==> config.mk <==
export PLATFORM = sky130hd
export DESIGN_NAME = bbsp_ctrl
export DESIGN_NICKNAME = d
export VERILOG_FILES = /design/src/sv/bbsp_pkg.sv /design/src/sv/bbsp_ctrl.sv
export SDC_FILE = /design/constraint.sdc
export NUM_CORES = 1
export LEC_CHECK = 0
export BUFFER_PORTS_ARGS = -buffer_cell sky130_fd_sc_hd__buf_2
export CAP_MARGIN = 40
export CORE_AREA = 2 2 39 41
export DETAILED_ROUTE_END_ITERATION = 10
export DIE_AREA = 0 0 41 43
export GPL_ROUTABILITY_DRIVEN = 0
export GPL_TIMING_DRIVEN = 0
export SYNTH_ARGS = -nofsm -noshare
export SYNTH_HDL_FRONTEND = slang
export SYNTH_SLANG_ARGS = --single-unit
==> constraint.sdc <==
create_clock -name clk -period 3 [get_ports clk]
set_input_delay 0.15 -clock clk [delete_from_list [all_inputs] [get_ports clk]]
set_output_delay 0.15 -clock clk [all_outputs]
set_load 0.01 [all_outputs]
==> src/sv/bbsp_pkg.sv <==
// ----------------------------------------------------------------------------
// Bucketed bitmap slot pool - shared definitions
// Geometry constants, bucket tables, handshake payloads and control codes.
// ----------------------------------------------------------------------------
package bbsp_pkg;

    // Pool geometry
    localparam int FIRST_BUCKET_SLOTS = 8;
    localparam int MAX_BUCKET_SLOTS   = 64;
    localparam int MAX_BUCKETS        = 8;
    localparam int DATA_WIDTH         = 32;
    localparam int SIZE_GROWTH        = 2;

    // Port field widths
    localparam int CMD_W    = 2;
    localparam int SLOT_W   = 9;
    localparam int VALUE_W  = 32;
    localparam int STATUS_W = 2;
    localparam int COUNT_W  = 9;

    // Slots in bucket k: doubles from the first size, capped
    function automatic int bucket_slots(input int k);
        int s;
        s = FIRST_BUCKET_SLOTS;
        for (int i = 0; i < k; i++)
        begin
            s = s * SIZE_GROWTH;
            if (s > MAX_BUCKET_SLOTS)
                s = MAX_BUCKET_SLOTS;
        end
        return s;
    endfunction

    // First global slot of bucket k
    function automatic int bucket_base(input int k);
        int b;
        b = 0;
        for (int i = 0; i < k; i++)
            b = b + bucket_slots(i);
        return b;
    endfunction

    // Derived sizes
    localparam int POOL_SLOTS = bucket_base(MAX_BUCKETS);
    localparam int ROW_W      = (FIRST_BUCKET_SLOTS > MAX_BUCKET_SLOTS) ?
                                FIRST_BUCKET_SLOTS : MAX_BUCKET_SLOTS;
    localparam int OFF_W      = (ROW_W > 1) ? $clog2(ROW_W) : 1;
    localparam int BUCKET_W   = (MAX_BUCKETS > 1) ? $clog2(MAX_BUCKETS) : 1;
    localparam int OPENED_W   = $clog2(MAX_BUCKETS + 1);
    localparam int ADDR_W     = (POOL_SLOTS > 1) ? $clog2(POOL_SLOTS) : 1;

    // Commands
    typedef enum logic [CMD_W-1:0] {
        CMD_INSERT = 2'd0,
        CMD_REMOVE = 2'd1,
        CMD_GET    = 2'd2,
        CMD_NOP    = 2'd3
    } cmd_e_t;

    // Result status codes
    typedef enum logic [STATUS_W-1:0] {
        ST_OK        = 2'd0,
        ST_FULL      = 2'd1,
        ST_BEYOND    = 2'd2,
        ST_NOT_TAKEN = 2'd3
    } status_e_t;

    // Controller states
    typedef enum logic [1:0] {
        S_IDLE,
        S_READ,
        S_EXEC,
        S_OUT
    } state_e_t;

    // Request item
    typedef struct packed {
        logic [CMD_W-1:0]   command;
        logic [SLOT_W-1:0]  slot_number;
        logic [VALUE_W-1:0] item_value;
    } bbsp_in_t;

    // Response item
    typedef struct packed {
        logic [STATUS_W-1:0] status;
        logic [SLOT_W-1:0]   result_slot;
        logic [VALUE_W-1:0]  read_value;
        logic                slot_taken;
        logic [COUNT_W-1:0]  live_count;
    } bbsp_out_t;

    // Controller to datapath strobes
    typedef struct packed {
        logic capture;
        logic read;
        logic exec;
        logic load_out;
    } dp_cmd_t;

endpackage

==> src/sv/bbsp_ctrl.sv <==
// ----------------------------------------------------------------------------
// Slot pool controller
// Sequences one item through capture, read, update and output hand-off.
// ----------------------------------------------------------------------------
module bbsp_ctrl
    import bbsp_pkg::*;
(
    input  logic    clk,
    input  logic    rst_n,
    input  logic    req_valid,
    output logic    req_stall,
    output logic    rsp_valid,
    input  logic    rsp_stall,
    output dp_cmd_t cmd
);

    state_e_t state_reg, state_next;
    logic     out_valid_reg, out_valid_next;

    // State and output-valid registers
    always_ff @(posedge clk or negedge rst_n)
    begin
        if (!rst_n)
        begin
            state_reg     <= S_IDLE;
            out_valid_reg <= 1'b0;
        end
        else
        begin
            state_reg     <= state_next;
            out_valid_reg <= out_valid_next;
        end
    end

    // Next state and strobes
    always_comb
    begin
        state_next = state_reg;
        cmd        = '0;
        req_stall  = (state_reg != S_IDLE);
        case (state_reg)
            S_IDLE:
            begin
                if (req_valid)
                begin
                    cmd.capture = 1'b1;
                    state_next  = S_READ;
                end
            end
            S_READ:
            begin
                cmd.read   = 1'b1;
                state_next = S_EXEC;
            end
            S_EXEC:
            begin
                cmd.exec   = 1'b1;
                state_next = S_OUT;
            end
            S_OUT:
            begin
                // wait for the output register to free up
                if (!out_valid_reg || !rsp_stall)
                begin
                    cmd.load_out = 1'b1;
                    state_next   = S_IDLE;
                end
            end
            default:
            begin
                state_next = S_IDLE;
            end
        endcase
    end

    // Output register occupancy
    always_comb
    begin
        if (cmd.load_out)
            out_valid_next = 1'b1;
        else if (out_valid_reg && !rsp_stall)
            out_valid_next = 1'b0;
        else
            out_valid_next = out_valid_reg;
    end

    assign rsp_valid = out_valid_reg;

`ifndef ASSERT_OFF
    a_no_overwrite: assert property (@(posedge clk) disable iff (!rst_n)
        cmd.load_out |-> (!out_valid_reg || !rsp_stall))
        else $error("result overwritten while held");

    a_accept_reads: assert property (@(posedge clk) disable iff (!rst_n)
        (req_valid && !req_stall) |=> (state_reg == S_READ))
        else $error("accepted item not sequenced to read");

    a_exec_then_out: assert property (@(posedge clk) disable iff (!rst_n)
        cmd.exec |=> (state_reg == S_OUT))
        else $error("update not followed by output hand-off");

    a_one_strobe: assert property (@(posedge clk) disable iff (!rst_n)
        $onehot0({cmd.capture, cmd.read, cmd.exec, cmd.load_out}))
        else $error("more than one datapath strobe");
`endif

endmodule

======== Yosys cells after proc, flatten, opt, wreduce, memory -nomap -nowiden ========
Index checks and enable logic that the tools add are counted.
operators by class
  equality and inequality tests ........... 5
  mux-type cells .......................... 11
  reduce and logical (&&, ||, !) cells .... 8
operator list
  cell                  number
  $mux W1               8
  $pmux W2 S4           1
  $eq A2 B2 Y1 const B  2
  $mux W2               2
  $ne A2 B2 Y1 const B  2
  $reduce_bool A2 Y1    2
  $eq A2 B1 Y1 const B  1
  $logic_not A1 Y1      2
  $logic_not A2 Y1      1
  $reduce_and A2 Y1     1
  $logic_and A1 B1 Y1   1
  $logic_or A1 B1 Y1    1
storage, ports and cells
  input port bits ......................... 4
  output and inout bits ................... 6
  register bits ........................... 3
  word-level logic and storage cells ...... 26

======== Logic depth before layout (Yosys ltp) ========
  word-level depth ........................ 5
  gate-level depth with buffers ........... 5
  mapped depth without buffers ............ 5

======== Worst setup path before layout ========
Ideal clock, no wire load.
  kind .................................... register to register
  from .................................... register state_reg[0]
  to ...................................... register state_reg[1]
  library setup time ...................... 0.125 ns
  cell stages (with the launch flop) ...... 6
  slack ................................... 1.693 ns
  path buffers ............................ 0
  data required time ...................... 2.875 ns
  data arrival time ....................... 1.182 ns
  clock period less this slack ............ 1.307 ns
  path through ............................ dfrtp_1 > inv_1 > ha_1 > inv_2 > o21ai_4 > mux2_4
between the ends
  word-level cells in the longest chain between the ends .. 3
  elaborated cells between the ends (all ways) .. 8
  those cells by class .................... 5 x eq/ne; 1 x mux; 2 x reduce/logical
ends and longest elaborated chain
  element                                           RTL line         RTL
  start: declaration                                bbsp_ctrl.sv:17  state_e_t state_reg, state_next;
  start signal: assignment                          bbsp_ctrl.sv:30  state_reg <= state_next;
  $eq A2 B2 Y1 or $logic_not A2 Y1 (tied branches)  bbsp_ctrl.sv:41  case (state_reg)
  $ne A2 B2 Y1 (no source line)                     --
  $reduce_and A2 Y1 (no source line)                --
Parallel ways exist; a longest one is shown, timed or not.
A chain may end at the register's enable or synchronous reset.

==> load_flow_metrics.sql <==
INSERT INTO impl_metrics (metric_group, metric, value, unit) VALUES
('status', 'result_of_the_run', 'finished clean', ''),
('cts', 'clkSlewWorstSetupHoldPaths', '0.04', 'ns'),
('pwr', 'power_frac_clock', '20.1', '%'),
('cts', 'cts_bufs_inserted', '3', ''),
('cts', 'cts_root_buf', 'clkbuf_4', ''),
('sta', 'finalSetupViolations', '0', ''),
('cts', 'cts.repair_timing.setup_buffer_count', '0', ''),
('floorplanning', 'fp.coreArea', '1380', 'um^2'),
('finish', 'num_antenna_cells', '0', ''),
('cts', 'worst_skew_pair.late_latency', '0.23', 'ns'),
('global_routing', 'grt.total_usage', '5.73', '%'),
('hold_path', 'worstHoldPathType', 'in -> reg', ''),
('cts', 'clock_tree.buffer_depth', '2', ''),
('finish', 'drive_above_1_share', '50.0', '%'),
('finish', 'final_cells', '50', ''),
('detailed_routing', 'via_density_per_instance', '3.52', ''),
('job', 'cap_violations', '0', ''),
('detailed_routing', 'avgRoutedWirePerCell', '7.98', 'um'),
('cts', 'post_cts_resize_count', '0', ''),
('sta', 'finalHoldViolCount', '0', ''),
('sta', 'timing_worst_slew_pin_value', '0.125', 'ns'),
('detailed_routing', 'dr_drc_count', '0', ''),
('detailed_routing', 'finalWirelength', '399', 'um'),
('pwr', 'comb_power_share', '56.4', '%'),
('global_routing', 'grt_first_pass_wirelength', '593', 'um'),
('sta', 'fmax', '713', 'MHz'),
('detailed_routing', 'routed-via-count', '176', ''),
('critical_path', 'critPathTopFamily', 'flip-flops', ''),
('synth', 'yosysTopAreaCellShare', '32.3', '%'),
('global_routing', 'grt_start_max_net_pins', '5', ''),
('detailed_routing', 'antenna_violating_nets_post_route', '0', ''),
('floorplanning', 'die_x', '41', 'um'),
('critical_path', 'timing.critical_path.required', '2.85', 'ns'),
('floorplanning', 'floorplan.rows', '14', ''),
('sta', 'max_slew_margin', '91.4', '%'),
('place', 'dp.cells', '45', ''),
('place', 'place_area', '298', 'um^2'),
('critical_path', 'critical_path_arrival', '1.25', 'ns'),
('critical_path', 'slowest_stage_delay_cp', '0.38', 'ns'),
('finish', 'fillCellCount', '167', ''),
('pwr', 'irDropWorstVdd', '0.000246', 'V'),
('sta', 'post-route-period-util', '46.7', '%'),
('synth', 'synthesis.instances', '20', ''),
('synth', 'synth_cell_types', '13', ''),
('critical_path', 'critical_path_end_type', 'output port', ''),
('global_routing', 'antenna_found_initial', '0', ''),
('finish', 'most-common-layout-cells', 'buf_2, ha_1, clkbuf_4, dfrtp_1, inv_1', ''),
('detailed_routing', 'drt_pass1_iterations', '2', ''),
('place', 'placement.io_buffers', '9', ''),
('critical_path', 'critical_path_buf_inv_count', '2', ''),
('finish', 'final_net_count', '44', ''),
('finish', 'final_core_util', '24.1', '%'),
('synth', 'synth_seq_area_share', '32.3', '%'),
('floorplanning', 'floorplan.die_area', '1760', 'um^2'),
('cts', 'cts-htree-levels', '1', ''),
('synth', 'synth_top_area_cell', 'dfrtp_1', ''),
('cts', 'post_cts_hold_fix_bufs', '1', ''),
('synth', 'syn_avg_cell_area', '11.6', 'um^2'),
('pwr', 'sw_frac_of_total', '39.1', '%'),
('cts', 'clock-sinks', '3', ''),
('sta', 'finalSetupTns', '0', 'ns'),
('pwr', 'p_switching', '137', 'uW'),
('sta', 'grt_setup_unrepaired', 'false', ''),
('synth', 'postSynthNetCount', '29', ''),
('floorplanning', 'die-height', '43', 'um'),
('finish', 'final_design_area_no_fill', '334', 'um^2'),
('global_routing', 'globalRouteOverflowTotal', '0', ''),
('place', 'detailed_place_hpwl', '332', 'um'),
('sta', 'fin_skew', '0.000341', 'ns'),
('cts', 'cts_tree', 'done', ''),
('critical_path', 'path_max_fanout', '4', '');
[per-stage QoR]
stage / hold slack [ns] / worst slack [ns]
after floorplan: -0.146 / 1.69
after global placement: -0.0523 / 1.65
after detailed placement: -0.0514 / 1.63
after CTS: 0.162 / 1.57
after global routing: 0.165 / 1.54
final: 0.167 / 1.60
[synth_stat cells (all sizes together)]
master / n
nor2: 1
a21boi: 1
mux2: 1
o21ai: 1
nand3: 1
ha: 5
buf: 1
dfrtp: 3
mux2i: 1
and2: 1
a21o: 1
inv: 3
[worst reg2reg max path: stages (launching register included)]
cell	delay (ns)
dfrtp_1	0.39
inv_1	0.13
ha_1	0.19
inv_2	0.05
o21ai_4	0.17
mux2_4	0.31
[area by class of cell]
class	instances	area [um^2]	share of cell area (%)
clock buffers	4	26.3	7.87
inverters	3	11.3	3.37
flip-flops and latches	3	75.1	22.5
repair buffers	10	55.1	16.5
well taps	16	20.0	5.99
plain buffers	1	7.51	2.25
multi-input cells	13	139	41.6
[cell families after synthesis]
logic type,after synthesis,share of synthesized area [%]
adder cells (fa/ha/maj),5,26.9
multiplexers,2,10.8
AO/OA/AOI/OAI,3,13.4
buffers and inverters,4,8.07
flip-flops,3,32.3
AND/OR/NAND/NOR,3,8.60
[power by group through the flow]
stage	Sequential, uW	Clock (uW)	Combinational, uW
final	82.4	70.3	198
after CTS	82.9	74.3	204
after global placement	82.8	0	195
after floorplan	83.3	0	144
after detailed placement	83.5	0	202
after global routing	85.4	78.2	224
[routing by layer]
| metal | global-route usage (%) | share of wire, % | vias up |
|---|---|---|---|
| met3 | 6.28 | 12 | 0 |
| met5 | 0 | 0 | - |
| met4 | 4.00 | 0 | 0 |
| met1 | 4.85 | 44 | 77 |
| li1 | - | - | 91 |
| met2 | 7.50 | 44 | 8 |
[final timing paths]
check	depth (start not counted)	to	slack, ns	start
worst max-delay path	4	cmd[0]	1.60	state_reg[1]
worst min-delay path	2	rsp_valid	0.17	rsp_stall
worst max register to register	5	state_reg[1]	1.63	state_reg[0]
min in group asynchronous	2	state_reg[1]	0.24	rst_n
max in group asynchronous	2	rsp_valid	2.65	rst_n
worst min register to register	1	rsp_valid	0.54	rsp_valid
(Power assumes the default switching activity.)
